`src/design/cnm_pkg.sv`:
```
// Shared types, constants and calendar helpers for the cron next-match search.
`timescale 1ns / 1ps

package cnm_pkg;

  // Configuration port geometry
  localparam int CFG_AW = 3;
  localparam int CFG_DW = 60;

  // Configuration register indexes
  localparam logic [CFG_AW-1:0] CFG_MONTH   = 3'd0;
  localparam logic [CFG_AW-1:0] CFG_DAY     = 3'd1;
  localparam logic [CFG_AW-1:0] CFG_WEEKDAY = 3'd2;
  localparam logic [CFG_AW-1:0] CFG_HOUR    = 3'd3;
  localparam logic [CFG_AW-1:0] CFG_MINUTE  = 3'd4;
  localparam logic [CFG_AW-1:0] CFG_SECOND  = 3'd5;

  // Mask reset values
  localparam logic [11:0] MONTH_ALL   = 12'hFFF;
  localparam logic [30:0] DAY_ALL     = 31'h7FFF_FFFF;
  localparam logic [6:0]  WEEKDAY_ALL = 7'h7F;
  localparam logic [23:0] HOUR_ALL    = 24'hFF_FFFF;
  localparam logic [59:0] MINSEC_ALL  = 60'h0FFF_FFFF_FFFF_FFFF;

  // Last year the search may land in
  localparam logic [14:0] YEAR_LIMIT = 15'd16383;

  // Reciprocals: x / 100 = (x * K100) >> 21 for x < 2^15,
  // x / 7 = (x * K7) >> 18 for x < 2^15
  localparam logic [15:0] K100 = 16'd20972;
  localparam logic [15:0] K7   = 16'd37450;

  typedef struct packed {
    logic [13:0] start_year;
    logic [3:0]  start_month;
    logic [4:0]  start_day;
    logic [4:0]  start_hour;
    logic [5:0]  start_minute;
    logic [5:0]  start_second;
  } in_payload_t;

  typedef struct packed {
    logic        found;
    logic [13:0] match_year;
    logic [3:0]  match_month;
    logic [4:0]  match_day;
    logic [4:0]  match_hour;
    logic [5:0]  match_minute;
    logic [5:0]  match_second;
  } out_payload_t;

  typedef enum logic [2:0] {
    S_IDLE,
    S_QY,
    S_QYY,
    S_SUM,
    S_Q7,
    S_WD,
    S_RUN,
    S_DONE
  } state_t;

  // Leap test from year mod 4 bits, year mod 100 and (year / 100) mod 4
  function automatic logic is_leap(input logic [1:0] y4, input logic [6:0] c100,
                                   input logic [1:0] c4h);
    logic r;
    begin
      r = ((y4 == 2'd0) && (c100 != 7'd0)) || ((c100 == 7'd0) && (c4h == 2'd0));
      return r;
    end
  endfunction

  function automatic logic [4:0] month_len(input logic [3:0] mo, input logic leap);
    logic [4:0] r;
    begin
      unique case (mo)
        4'd2:                      r = leap ? 5'd29 : 5'd28;
        4'd4, 4'd6, 4'd9, 4'd11:   r = 5'd30;
        default:                   r = 5'd31;
      endcase
      return r;
    end
  endfunction

  // Month offset of the weekday formula
  function automatic logic [2:0] wk_offset(input logic [3:0] mo);
    logic [2:0] r;
    begin
      unique case (mo)
        4'd2:          r = 3'd3;
        4'd3:          r = 3'd2;
        4'd4:          r = 3'd5;
        4'd6:          r = 3'd3;
        4'd7:          r = 3'd5;
        4'd8:          r = 3'd1;
        4'd9:          r = 3'd4;
        4'd10:         r = 3'd6;
        4'd11:         r = 3'd2;
        4'd12:         r = 3'd4;
        default:       r = 3'd0;
      endcase
      return r;
    end
  endfunction

  // Remainder by 7 of a value below 42
  function automatic logic [2:0] mod7_small(input logic [5:0] v);
    logic [5:0] r;
    begin
      priority if (v >= 6'd35) r = v - 6'd35;
      else if (v >= 6'd28)     r = v - 6'd28;
      else if (v >= 6'd21)     r = v - 6'd21;
      else if (v >= 6'd14)     r = v - 6'd14;
      else if (v >= 6'd7)      r = v - 6'd7;
      else                     r = v;
      return r[2:0];
    end
  endfunction

endpackage

```
`src/design/cnm_if.sv`:
```
// Valid/ready channel interfaces for the start time and the match result.
`timescale 1ns / 1ps

interface cnm_in_if;
  import cnm_pkg::*;
  logic        valid;
  logic        ready;
  in_payload_t payload;
  modport source (output valid, output payload, input ready);
  modport sink (input valid, input payload, output ready);
endinterface

interface cnm_out_if;
  import cnm_pkg::*;
  logic         valid;
  logic         ready;
  out_payload_t payload;
  modport source (output valid, output payload, input ready);
  modport sink (input valid, input payload, output ready);
endinterface

```
`src/design/cron_next_match_search.sv`:
```
// Top level: cron schedule next-match search with seconds resolution.
// Setup runs through S_QY, S_QYY, S_SUM, S_Q7 and S_WD (shared multiplier derives leap
// counters and weekday), then one search step per cycle until a match, a year overflow or
// the step limit of MAX_STEPS - 1 steps, then the result goes into the output register.
// One start time at a time; each takes longer while the previous result waits to be taken.
// Reset: all six masks go to all ones, the sequencer idles and no result is valid.
`timescale 1ns / 1ps

module cron_next_match_search #(
  parameter int MAX_STEPS = 65535
) (
  input  logic                       clk,
  input  logic                       rst_n,
  input  logic                       cfg_we,
  input  logic [cnm_pkg::CFG_AW-1:0] cfg_addr,
  input  logic [cnm_pkg::CFG_DW-1:0] cfg_wdata,
  cnm_in_if.sink                     in_ch,
  cnm_out_if.source                  out_ch
);
  import cnm_pkg::*;

  localparam int CNT_W = (MAX_STEPS > 2) ? $clog2(MAX_STEPS) : 1;

  // Control registers
  state_t state_r, state_nxt;
  logic   out_valid_r, out_valid_nxt;
  logic [11:0] month_mask_r, month_mask_nxt;
  logic [30:0] day_mask_r, day_mask_nxt;
  logic [6:0]  weekday_mask_r, weekday_mask_nxt;
  logic [23:0] hour_mask_r, hour_mask_nxt;
  logic [59:0] minute_mask_r, minute_mask_nxt;
  logic [59:0] second_mask_r, second_mask_nxt;

  // Working registers
  logic [14:0]      y_r, y_nxt;
  logic [3:0]       mo_r, mo_nxt;
  logic [4:0]       d_r, d_nxt;
  logic [4:0]       h_r, h_nxt;
  logic [5:0]       mi_r, mi_nxt;
  logic [5:0]       s_r, s_nxt;
  logic [2:0]       wd_r, wd_nxt;
  logic [6:0]       c100_r, c100_nxt;
  logic [1:0]       c4h_r, c4h_nxt;
  logic [31:0]      prod_r, prod_nxt;
  logic [14:0]      sum_r, sum_nxt;
  logic [CNT_W-1:0] cnt_r, cnt_nxt;
  logic             found_r, found_nxt;
  out_payload_t     out_data_r, out_data_nxt;

  // Shared multiplier operands
  logic [15:0] mul_a, mul_k;

  // Step datapath signals
  logic        leap;
  logic [4:0]  mlen;
  logic        day_ok;
  logic        month_adv, next_day, year_inc, hit, overflow;
  logic        run_end;
  logic [14:0] st_y;
  logic [3:0]  st_mo;
  logic [4:0]  st_d, st_h;
  logic [5:0]  st_mi, st_s;
  logic [2:0]  st_wd;
  logic [6:0]  st_c100;
  logic [1:0]  st_c4h;

  // Setup datapath signals
  logic [15:0] yy;
  logic [7:0]  q100;
  logic [12:0] q7;
  logic [4:0]  d_sat;
  logic [15:0] sum_full;

  assign in_ch.ready    = (state_r == S_IDLE);
  assign out_ch.valid   = out_valid_r;
  assign out_ch.payload = out_data_r;

  assign leap = is_leap(y_r[1:0], c100_r, c4h_r);
  assign mlen = month_len(mo_r, leap);
  assign yy   = 16'(y_r) + 16'd400 - ((mo_r < 4'd3) ? 16'd1 : 16'd0);
  assign q100 = prod_r[28:21];
  assign q7   = prod_r[30:18];

  // Configuration writes
  always_comb begin
    month_mask_nxt   = month_mask_r;
    day_mask_nxt     = day_mask_r;
    weekday_mask_nxt = weekday_mask_r;
    hour_mask_nxt    = hour_mask_r;
    minute_mask_nxt  = minute_mask_r;
    second_mask_nxt  = second_mask_r;
    if (cfg_we) begin
      unique case (cfg_addr)
        CFG_MONTH:   month_mask_nxt   = cfg_wdata[11:0];
        CFG_DAY:     day_mask_nxt     = cfg_wdata[30:0];
        CFG_WEEKDAY: weekday_mask_nxt = cfg_wdata[6:0];
        CFG_HOUR:    hour_mask_nxt    = cfg_wdata[23:0];
        CFG_MINUTE:  minute_mask_nxt  = cfg_wdata[59:0];
        CFG_SECOND:  second_mask_nxt  = cfg_wdata[59:0];
        default: ;
      endcase
    end
  end

  // One search step
  always_comb begin
    st_y      = y_r;
    st_mo     = mo_r;
    st_d      = d_r;
    st_h      = h_r;
    st_mi     = mi_r;
    st_s      = s_r;
    st_wd     = wd_r;
    st_c100   = c100_r;
    st_c4h    = c4h_r;
    month_adv = 1'b0;
    next_day  = 1'b0;
    year_inc  = 1'b0;
    hit       = 1'b0;

    if (day_mask_r != DAY_ALL) begin
      day_ok = day_mask_r[d_r - 5'd1];
    end else begin
      day_ok = weekday_mask_r[wd_r];
    end

    priority if (!month_mask_r[mo_r - 4'd1]) begin
      // jump to the first of the next month
      month_adv = 1'b1;
      st_d      = 5'd1;
      st_h      = 5'd0;
      st_mi     = 6'd0;
      st_s      = 6'd0;
      st_wd     = mod7_small(6'(wd_r) + 6'(mlen) - 6'(d_r) + 6'd1);
    end else if (!day_ok) begin
      next_day = 1'b1;
    end else if (!hour_mask_r[h_r]) begin
      st_mi = 6'd0;
      st_s  = 6'd0;
      if (h_r == 5'd23) next_day = 1'b1;
      else              st_h = h_r + 5'd1;
    end else if (!minute_mask_r[mi_r]) begin
      st_s = 6'd0;
      if (mi_r == 6'd59) begin
        st_mi = 6'd0;
        if (h_r == 5'd23) next_day = 1'b1;
        else              st_h = h_r + 5'd1;
      end else begin
        st_mi = mi_r + 6'd1;
      end
    end else if (!second_mask_r[s_r]) begin
      if (s_r == 6'd59) begin
        st_s = 6'd0;
        if (mi_r == 6'd59) begin
          st_mi = 6'd0;
          if (h_r == 5'd23) next_day = 1'b1;
          else              st_h = h_r + 5'd1;
        end else begin
          st_mi = mi_r + 6'd1;
        end
      end else begin
        st_s = s_r + 6'd1;
      end
    end else begin
      hit = 1'b1;
    end

    // advance to the next midnight
    if (next_day) begin
      st_h  = 5'd0;
      st_mi = 6'd0;
      st_s  = 6'd0;
      st_wd = (wd_r == 3'd6) ? 3'd0 : wd_r + 3'd1;
      if (d_r >= mlen) begin
        st_d      = 5'd1;
        month_adv = 1'b1;
      end else begin
        st_d = d_r + 5'd1;
      end
    end

    if (month_adv) begin
      if (mo_r == 4'd12) begin
        st_mo    = 4'd1;
        year_inc = 1'b1;
      end else begin
        st_mo = mo_r + 4'd1;
      end
    end

    // carry the leap counters along with the year
    if (year_inc) begin
      st_y = y_r + 15'd1;
      if (c100_r == 7'd99) begin
        st_c100 = 7'd0;
        st_c4h  = c4h_r + 2'd1;
      end else begin
        st_c100 = c100_r + 7'd1;
      end
    end

    overflow = year_inc && (y_r == YEAR_LIMIT);
    run_end  = (cnt_r == '0) || hit || overflow;
  end

  // Next state
  always_comb begin
    state_nxt = state_r;
    unique case (state_r)
      S_IDLE:  if (in_ch.valid) state_nxt = S_QY;
      S_QY:    state_nxt = S_QYY;
      S_QYY:   state_nxt = S_SUM;
      S_SUM:   state_nxt = S_Q7;
      S_Q7:    state_nxt = S_WD;
      S_WD:    state_nxt = S_RUN;
      S_RUN:   if (run_end) state_nxt = S_DONE;
      S_DONE:  if (!out_valid_r || out_ch.ready) state_nxt = S_IDLE;
      default: state_nxt = S_IDLE;
    endcase
  end

  // Datapath and outputs per state
  always_comb begin
    y_nxt         = y_r;
    mo_nxt        = mo_r;
    d_nxt         = d_r;
    h_nxt         = h_r;
    mi_nxt        = mi_r;
    s_nxt         = s_r;
    wd_nxt        = wd_r;
    c100_nxt      = c100_r;
    c4h_nxt       = c4h_r;
    sum_nxt       = sum_r;
    cnt_nxt       = cnt_r;
    found_nxt     = found_r;
    out_data_nxt  = out_data_r;
    out_valid_nxt = out_valid_r && !out_ch.ready;
    mul_a         = 16'd0;
    mul_k         = 16'd0;
    d_sat         = (d_r > mlen) ? mlen : d_r;
    sum_full      = yy + (yy >> 2) - 16'(q100) + 16'(q100 >> 2)
                    + 16'(wk_offset(mo_r)) + 16'(d_sat);

    unique case (state_r)
      S_IDLE: begin
        // load the start time, clamped into range
        if (in_ch.valid) begin
          y_nxt  = 15'(in_ch.payload.start_year);
          mo_nxt = (in_ch.payload.start_month == 4'd0) ? 4'd1 :
                   (in_ch.payload.start_month > 4'd12) ? 4'd12 : in_ch.payload.start_month;
          d_nxt  = (in_ch.payload.start_day == 5'd0) ? 5'd1 : in_ch.payload.start_day;
          h_nxt  = (in_ch.payload.start_hour > 5'd23) ? 5'd23 : in_ch.payload.start_hour;
          mi_nxt = (in_ch.payload.start_minute > 6'd59) ? 6'd59 : in_ch.payload.start_minute;
          s_nxt  = (in_ch.payload.start_second > 6'd59) ? 6'd59 : in_ch.payload.start_second;
        end
      end
      S_QY: begin
        mul_a = 16'(y_r);
        mul_k = K100;
      end
      S_QYY: begin
        c100_nxt = 7'(y_r - 15'(q100) * 15'd100);
        c4h_nxt  = q100[1:0];
        mul_a    = yy;
        mul_k    = K100;
      end
      S_SUM: begin
        d_nxt   = d_sat;
        sum_nxt = sum_full[14:0];
      end
      S_Q7: begin
        mul_a = 16'(sum_r);
        mul_k = K7;
      end
      S_WD: begin
        wd_nxt    = 3'(sum_r - 15'(q7) * 15'd7);
        cnt_nxt   = CNT_W'(MAX_STEPS - 1);
        found_nxt = 1'b0;
      end
      S_RUN: begin
        if (cnt_r == '0) begin
          found_nxt = 1'b0;
        end else if (hit) begin
          found_nxt = 1'b1;
        end else begin
          y_nxt     = st_y;
          mo_nxt    = st_mo;
          d_nxt     = st_d;
          h_nxt     = st_h;
          mi_nxt    = st_mi;
          s_nxt     = st_s;
          wd_nxt    = st_wd;
          c100_nxt  = st_c100;
          c4h_nxt   = st_c4h;
          cnt_nxt   = cnt_r - CNT_W'(1);
          found_nxt = 1'b0;
        end
      end
      S_DONE: begin
        // hand the result to the output register once it is free
        if (!out_valid_r || out_ch.ready) begin
          out_valid_nxt = 1'b1;
          if (found_r) begin
            out_data_nxt.found        = 1'b1;
            out_data_nxt.match_year   = y_r[13:0];
            out_data_nxt.match_month  = mo_r;
            out_data_nxt.match_day    = d_r;
            out_data_nxt.match_hour   = h_r;
            out_data_nxt.match_minute = mi_r;
            out_data_nxt.match_second = s_r;
          end else begin
            out_data_nxt = '0;
          end
        end
      end
      default: ;
    endcase
  end

  assign prod_nxt = mul_a * mul_k;

  // Control state with reset
  always_ff @(posedge clk) begin
    if (!rst_n) begin
      state_r        <= S_IDLE;
      out_valid_r    <= 1'b0;
      month_mask_r   <= MONTH_ALL;
      day_mask_r     <= DAY_ALL;
      weekday_mask_r <= WEEKDAY_ALL;
      hour_mask_r    <= HOUR_ALL;
      minute_mask_r  <= MINSEC_ALL;
      second_mask_r  <= MINSEC_ALL;
    end else begin
      state_r        <= state_nxt;
      out_valid_r    <= out_valid_nxt;
      month_mask_r   <= month_mask_nxt;
      day_mask_r     <= day_mask_nxt;
      weekday_mask_r <= weekday_mask_nxt;
      hour_mask_r    <= hour_mask_nxt;
      minute_mask_r  <= minute_mask_nxt;
      second_mask_r  <= second_mask_nxt;
    end
  end

  // Working payload registers
  always_ff @(posedge clk) begin
    y_r        <= y_nxt;
    mo_r       <= mo_nxt;
    d_r        <= d_nxt;
    h_r        <= h_nxt;
    mi_r       <= mi_nxt;
    s_r        <= s_nxt;
    wd_r       <= wd_nxt;
    c100_r     <= c100_nxt;
    c4h_r      <= c4h_nxt;
    prod_r     <= prod_nxt;
    sum_r      <= sum_nxt;
    cnt_r      <= cnt_nxt;
    found_r    <= found_nxt;
    out_data_r <= out_data_nxt;
  end

endmodule
```
`src/flat_wrapper.sv`:
```
// flat-port wrapper written by rule: the top's interface ports become plain ports
module cron_next_match_search_flat import cnm_pkg::*;
#(
  parameter int MAX_STEPS = 65535
)
  (clk, rst_n, cfg_we, cfg_addr, cfg_wdata, in_ch_valid, in_ch_payload, in_ch_ready, out_ch_valid, out_ch_payload, out_ch_ready);
  cnm_in_if in_ch_i ();
  cnm_out_if out_ch_i ();
  input  logic clk;
  input  logic rst_n;
  input  logic cfg_we;
  input  logic [cnm_pkg::CFG_AW-1:0] cfg_addr;
  input  logic [cnm_pkg::CFG_DW-1:0] cfg_wdata;
  input wire logic [$bits(in_ch_i.valid)-1:0] in_ch_valid;
  input wire logic [$bits(in_ch_i.payload)-1:0] in_ch_payload;
  output wire logic [$bits(in_ch_i.ready)-1:0] in_ch_ready;
  output wire logic [$bits(out_ch_i.valid)-1:0] out_ch_valid;
  output wire logic [$bits(out_ch_i.payload)-1:0] out_ch_payload;
  input wire logic [$bits(out_ch_i.ready)-1:0] out_ch_ready;
  assign in_ch_i.valid = in_ch_valid;
  assign in_ch_i.payload = in_ch_payload;
  assign in_ch_ready = in_ch_i.ready;
  assign out_ch_valid = out_ch_i.valid;
  assign out_ch_payload = out_ch_i.payload;
  assign out_ch_i.ready = out_ch_ready;
  cron_next_match_search #(.MAX_STEPS(MAX_STEPS)) u_core (.clk(clk), .rst_n(rst_n), .cfg_we(cfg_we), .cfg_addr(cfg_addr), .cfg_wdata(cfg_wdata), .in_ch(in_ch_i), .out_ch(out_ch_i));
endmodule
```
`config.mk`:
```
export PLATFORM = sky130hd
export DESIGN_NAME = cron_next_match_search_flat
export DESIGN_NICKNAME = d
export VERILOG_FILES = /design/src/design/cnm_pkg.sv /design/src/design/cnm_if.sv /design/src/design/cron_next_match_search.sv /design/src/flat_wrapper.sv
export SDC_FILE = /design/constraint.sdc
export NUM_CORES = 1
export LEC_CHECK = 0
export BUFFER_PORTS_ARGS = -buffer_cell sky130_fd_sc_hd__buf_2
export CAP_MARGIN = 40
export CORE_UTILIZATION = 45
export CTS_CLUSTER_DIAMETER = 30
export CTS_CLUSTER_SIZE = 25
export DETAILED_ROUTE_END_ITERATION = 12
export PLACE_DENSITY = 0.61
export RECOVER_POWER = 50
export SETUP_SLACK_MARGIN = 0.05
export SLEW_MARGIN = 20
export SYNTH_ARGS = -nofsm -noshare
export SYNTH_HDL_FRONTEND = slang
export SYNTH_SLANG_ARGS = --single-unit
export TNS_END_PERCENT = 50
```
`constraint.sdc`:
```
create_clock -name clk -period 10.38 [get_ports clk]
set_clock_uncertainty 0.2 [all_clocks]
set_input_delay 2.076 -clock clk [delete_from_list [all_inputs] [get_ports clk]]
set_output_delay 2.076 -clock clk [all_outputs]
set_load 0.02 [all_outputs]
```
==> results.sh, run 1 <==
export IMPL_rsz0062_at_grt="no"
export IMPL_grt_pass1_vias=18790
export IMPL_start_util=0.4588
export IMPL_ys_ff_latch=338
export IMPL_cts_setup_buffers=0
export IMPL_ys_top_cells_by_area="dfxtp_1 18%, edfxtp_1 16%, ha_1 12%"
export IMPL_clockBufferDepth=3
export IMPL_antenna_found_initial=6
export IMPL_vias=18470
export IMPL_grt_pass1_wl_mm=102.1
export IMPL_multiInputGateArea_mm2=0.01406
export IMPL_drtIter0Drc=1139
export IMPL_slew_headroom=-0.9550
export IMPL_grt_max_degree=88
export IMPL_ys_async_sr_fraction=0
export IMPL_netlist_area_leader_share=0.1792
export IMPL_fp_coreArea_mm2=0.05161
export IMPL_syn_area_mm2=0.02368
export IMPL_nets=3172
export IMPL_cp_required_ns=10.69
export IMPL_hold_viol_final=0
export IMPL_setup_violations=0
export IMPL_drc=0
export IMPL_crit_path_max_incr_delay_ns=0.60
export IMPL_routabilityCongestion=0.9085
export IMPL_drive_above_1_share=0.1344
export IMPL_die_h_um=231.4
export IMPL_tritoncts="built"
export IMPL_ios=151
export IMPL_regArea_mm2=0.008028
export IMPL_routed_wl_mm=64.29
export IMPL_rows=83
export IMPL_setup_tns_ns=0
export IMPL_period_share=0.9364
export IMPL_max_slew_worst_pin_slew_ns=2.932
export IMPL_synth_compound_area_frac=0.06753
export IMPL_synthAdderAreaFrac=0.2398
export IMPL_wl_per_cell_um=18.69
export IMPL_area_growth_pct=18.18
export IMPL_status="finished with violations"
export IMPL_crit_slowest_cell="fa_1"
export IMPL_vias_per_cell=5.369
export IMPL_synth_most_common_cell="nand2_1"
export IMPL_track_usage=0.2457
export IMPL_synth_area_per_cell_um2=9.311
export IMPL_worstSetupPathType="flip-flop to flip-flop"
export IMPL_dpl_hpwl_mm=48.33
export IMPL_yosys_area_share_simple=0.1886
export IMPL_violations="capacitance limit, slew limit"
export IMPL_drtAntennaViolNets=0
export IMPL_fmax_ghz=0.1029
export IMPL_layout_min_cycle_time_ns=9.720
export IMPL_htree_levels=3
export IMPL_synthMuxAreaShare=0.05876
export IMPL_port_buffers=150
export IMPL_ys_warn_count=0
export IMPL_ys_seq_area_frac=0.3390
export IMPL_critPathMaxFanout=7
export IMPL_insertion_delay_ns=0.61
export IMPL_clk_pin_slew_ns=0.04
export IMPL_report_final_slew_viol_count=328
export IMPL_synth_edff_count=126
export IMPL_synth_cell_types=67
export IMPL_worstSetupStartpointType="flip-flop"
export IMPL_synth_xor_area_share=0.03736
export IMPL_synth_common_cells="504 x nand2_1, 309 x inv_1, 233 x ha_1, 233 x nand3_1, 212 x dfxtp_1"
export IMPL_r2r_slack_ns=0.66
export IMPL_cts_sinks=338
export IMPL_diodes=0
export IMPL_yosysTopAreaCell="dfxtp_1"
export IMPL_synth_top_family_by_area="adder cells"
export IMPL_die_w_um=231.4
export IMPL_synth_flop_cell="dfxtp_1"
export IMPL_dr_pass1_iters=7
export IMPL_root_buffer="clkbuf_16"
export IMPL_grt_ovfl_total=0
export IMPL_hold_class="flip-flop to flip-flop"
export IMPL_cts_made_buffers=80
export IMPL_die_area_mm2=0.05354
export IMPL_synth_nets=3022
export IMPL_cp_arrival_ns=10.03
export IMPL_crit_top_cell="fa_1"
export IMPL_end_kind="flip-flop"
export IMPL_fillers=4539
export IMPL_netlist_instances=2543
export IMPL_maxCapViolCount=7
logic make-up after synthesis:
logic type      Yosys count
xor+xnor                101
simple gates            987
other cells               2
fa+ha+maj               371
compound gates          244
buf+inv                 423
flops                   338
mux                      77
stage by stage:
step	utilization	cells	hold slack (ns)	area [um^2]	worst slack (ns)
after detailed placement	0.4864	3287	0.2490	25110	0.3011
final	0.5422	3440	0.2594	27980	0.6604
after global routing	0.5422	3440	0.2814	27980	0.06101
after global placement	0.4841	3278	0.2426	24990	0.4916
after floorplan	-	2543	0.2322	23680	1.292
after CTS	0.5420	3436	0.2651	27970	0.2003
worst paths after layout:
path,start,cells after the start,endpoint
setup / recovery,u_core.mo_r[1],35,u_core.prod_r[28]
hold / removal,u_core.second_mask_r[45],2,u_core.second_mask_r[45]
setup reg to reg,u_core.mo_r[1],35,u_core.prod_r[28]
hold reg to reg,u_core.second_mask_r[45],2,u_core.second_mask_r[45]
cell type report:
type	instances	share of cell area
Multi-Input combinational cell	1782	0.5024
Sequential cell	338	0.2869
Clock buffer	98	0.07686
Inverter	309	0.04145
Timing Repair Buffer	182	0.03640
Tap cell	680	0.03040
Clock inverter	51	0.02558
cell usage in the layout (no fill, tap or decap), types with 22 or more instances in the layout:
| cell type | instances |
|---|---|
| xnor2_1 | 72 |
| and2_0 | 31 |
| nand3_1 | 231 |
| mux4_2 | 37 |
| fa_1 | 138 |
| edfxtp_1 | 126 |
| ha_1 | 233 |
| dfxtp_1 | 212 |
| xor2_1 | 29 |
| a21oi_1 | 49 |
| clkbuf_16 | 81 |
| buf_2 | 148 |
| clkbuf_1 | 22 |
| nor2_1 | 69 |
| o21ai_0 | 73 |
| nand2_1 | 504 |
| mux2i_1 | 24 |
| inv_1 | 309 |
flip-flops by register name (all words and copies together) (netlist names), 6 cells and up, named ones only:
name and cells:
u_core.c100_r 7, u_core.cnt_r 16, u_core.day_mask_r 31, u_core.hour_mask_r 24, u_core.mi_r 6, u_core.minute_mask_r 60, u_core.month_mask_r 12, u_core.out_ch.payload 41
u_core.prod_r 11, u_core.s_r 6, u_core.second_mask_r 60, u_core.sum_r 15, u_core.weekday_mask_r 7, u_core.y_r 15
repair_timing:
action | 4_1_cts | 5_1_grt
setup endpoints to repair | 0 | 8
hold buffers | 0 | 0
gates resized for setup | 0 | 4
critical path: cells and delay by family (launching register included):
family	cells	cell delay, ns
adder cells (fa/ha/maj)	11	4.27
AO/OA/AOI/OAI	12	3.35
AND/OR/NAND/NOR	6	0.87
flip-flops	1	0.48
XOR/XNOR	2	0.26
buffers and inverters	4	0.20
metal layers:
layer	vias up	global-route usage	wire, um
li1	8827	-	-
met1	8972	0.3168	27970
met2	540	0.4063	30490
met3	120	0.04700	3814
met4	10	0.09437	1956
met5	-	0	57
Power of run 1 is not shown: default switching activity piles up to over one toggle a cycle in this logic, so the estimate is an artifact.
==> inputs of run 2 (changes only) <==
MAX_ROUTING_LAYER = met4   (was unset)
==> run 2 against run 1 <==
Compared with the run above:
- the run still ends with capacitance limit, slew limit left
- sequential share of layout area barely moved
- critical path depth did not move
- register-to-register slack barely moved
- flip-flop and latch count did not move
- design area barely moved
- die area did not move
- worst hold slack got worse by 0.0054 ns
- highest routed layer is now met4
==> results.sh, run 2 (synthesis results as in run 1) <==
export IMPL_status="finished with violations"
export IMPL_violations="capacitance limit, slew limit"
export IMPL_slew_headroom=-1.410
export IMPL_crit_path_max_incr_delay_ns=0.60
export IMPL_drive_above_1_share=0.1337
export IMPL_cts_made_buffers=80
export IMPL_final_common_cell="nand2_1"
export IMPL_ios=151
export IMPL_cp_buffers_inverters=5
export IMPL_tritoncts="built"
export IMPL_cp_required_ns=10.67
export IMPL_maxCapViolCount=9
export IMPL_min_from="u_core.second_mask_r[49]"
export IMPL_placed_area_mm2=0.02512
export IMPL_dp_slack_ns=0.3201
export IMPL_final_area_mm2=0.02797
export IMPL_crit_slowest_cell="fa_1"
export IMPL_worstSetupStartpointType="flip-flop"
export IMPL_cts_sinks=338
export IMPL_dpl_hpwl_mm=48.17
export IMPL_setup_tns_ns=0
export IMPL_routabilityCongestion=0.9242
export IMPL_clockBufferDepth=3
export IMPL_wl_per_cell_um=18.59
export IMPL_layout_min_cycle_time_ns=9.710
export IMPL_track_usage=0.2486
export IMPL_drtAntennaViolNets=0
export IMPL_root_buffer="clkbuf_16"
export IMPL_end_kind="flip-flop"
export IMPL_nets=3172
export IMPL_reg2reg_to="u_core.prod_r[25]"
export IMPL_multiInputGateArea_mm2=0.01405
export IMPL_dr_pass1_iters=6
export IMPL_regArea_mm2=0.008028
export IMPL_critPathMaxFanout=7
export IMPL_vias=18430
export IMPL_area_growth_pct=18.14
export IMPL_path_delay_family="adder cells"
export IMPL_routed_wl_mm=64.02
export IMPL_drtIter0Drc=1201
export IMPL_min_to="u_core.second_mask_r[49]"
export IMPL_clk_pin_slew_ns=0.04
export IMPL_rsz0062_at_grt="no"
export IMPL_period_share=0.9355
export IMPL_setup_violations=0
export IMPL_grt_max_degree=91
export IMPL_htree_levels=3
export IMPL_worstSetupPathType="flip-flop to flip-flop"
export IMPL_crit_top_cell="fa_1"
export IMPL_layout_setup_ws_ns=0.6698
export IMPL_hold_class="flip-flop to flip-flop"
export IMPL_grt_pass1_vias=18670
export IMPL_grt_ovfl_total=0
export IMPL_hold_viol_final=0
export IMPL_start_util=0.4588
export IMPL_cp_arrival_ns=10.00
export IMPL_report_final_slew_viol_count=433
export IMPL_max_slew_worst_pin_slew_ns=3.616
export IMPL_drc=0
export IMPL_ctsHoldBuffers=0
export IMPL_fillers=4665
export IMPL_die_area_mm2=0.05354
export IMPL_port_buffers=150
export IMPL_rows=83
export IMPL_die_w_um=231.4
export IMPL_grt_pass1_wl_mm=100.7
export IMPL_reg2reg_from="u_core.mo_r[1]"
export IMPL_die_h_um=231.4
export IMPL_antenna_found_initial=4
export IMPL_final_cell_mix="504 x nand2_1, 309 x inv_1, 233 x ha_1"
export IMPL_hold_depth=2
export IMPL_r2r_slack_ns=0.67
export IMPL_vias_per_cell=5.352
export IMPL_reg2reg_depth=35
export IMPL_fmax_ghz=0.1030
export IMPL_fp_coreArea_mm2=0.05161
export IMPL_insertion_delay_ns=0.62
run 2: cell count changes in the layout (fill, tap and decap cells not counted), sizes merged:
cell          change
inv               -1
clkinv            -5
buf               -5
clkinvlp          -1
diode             +4
clkbuf           +15
dlymetal6s2s      -1
bufinv            -2
run 2: how the worst max path moves through the flow:
stage | startpoint | to | slack [ns] | depth (start not counted)
final | u_core.mo_r[1] | u_core.prod_r[25] | 0.67 | 35
after global routing | u_core.mo_r[1] | u_core.prod_r[28] | 0.09 | 35
after CTS | u_core.mo_r[1] | u_core.prod_r[28] | 0.22 | 35
after detailed placement | u_core.mo_r[1] | u_core.prod_r[28] | 0.32 | 35
after global placement | u_core.mo_r[1] | u_core.prod_r[28] | 0.47 | 36
after floorplan | u_core.mo_r[1] | u_core.prod_r[25] | 1.29 | 35
run 2: repair_timing:
item / CTS / global route
setup buffers: 0 / 0
endpoints found under the hold margin: 0 / 0
endpoints found under the setup margin: 0 / 6
resized for setup: 0 / 3
run 2: per-layer routing:
layer	up-vias	track usage	share of wire
met1	8890	0.3089	0.43
met3	134	0.04294	0.063
met5	-	-	0
met2	572	0.4035	0.48
met4	0	0.09396	0.034
li1	8838	-	-
run 2: final cells by class:
type	count	share of cell area
clock buffers	107	0.08217
repair buffers	182	0.03444
flip-flops and latches	338	0.2870
multi-input cells	1782	0.5024
clock inverters	42	0.02178
inverters	309	0.04147
well taps	680	0.03042
diodes	4	0.0003578
run 2: per-stage QoR:
stage / cells / hold slack [ns] / utilization
global placement: 3280 / 0.2431 / 0.4844
CTS: 3436 / 0.2598 / 0.5430
global route: 3444 / 0.2794 / 0.5420
floorplan: 2543 / 0.2322 / -
detailed placement: 3287 / 0.2468 / 0.4867
finish: 3444 / 0.2540 / 0.5420
run 2: tightest hold or removal path: stages (launching register included):
cell     delay, ns
dfxtp_1       0.31
nand2_1       0.05
nand3_1       0.06
Power of run 2 is left out for the same reason.
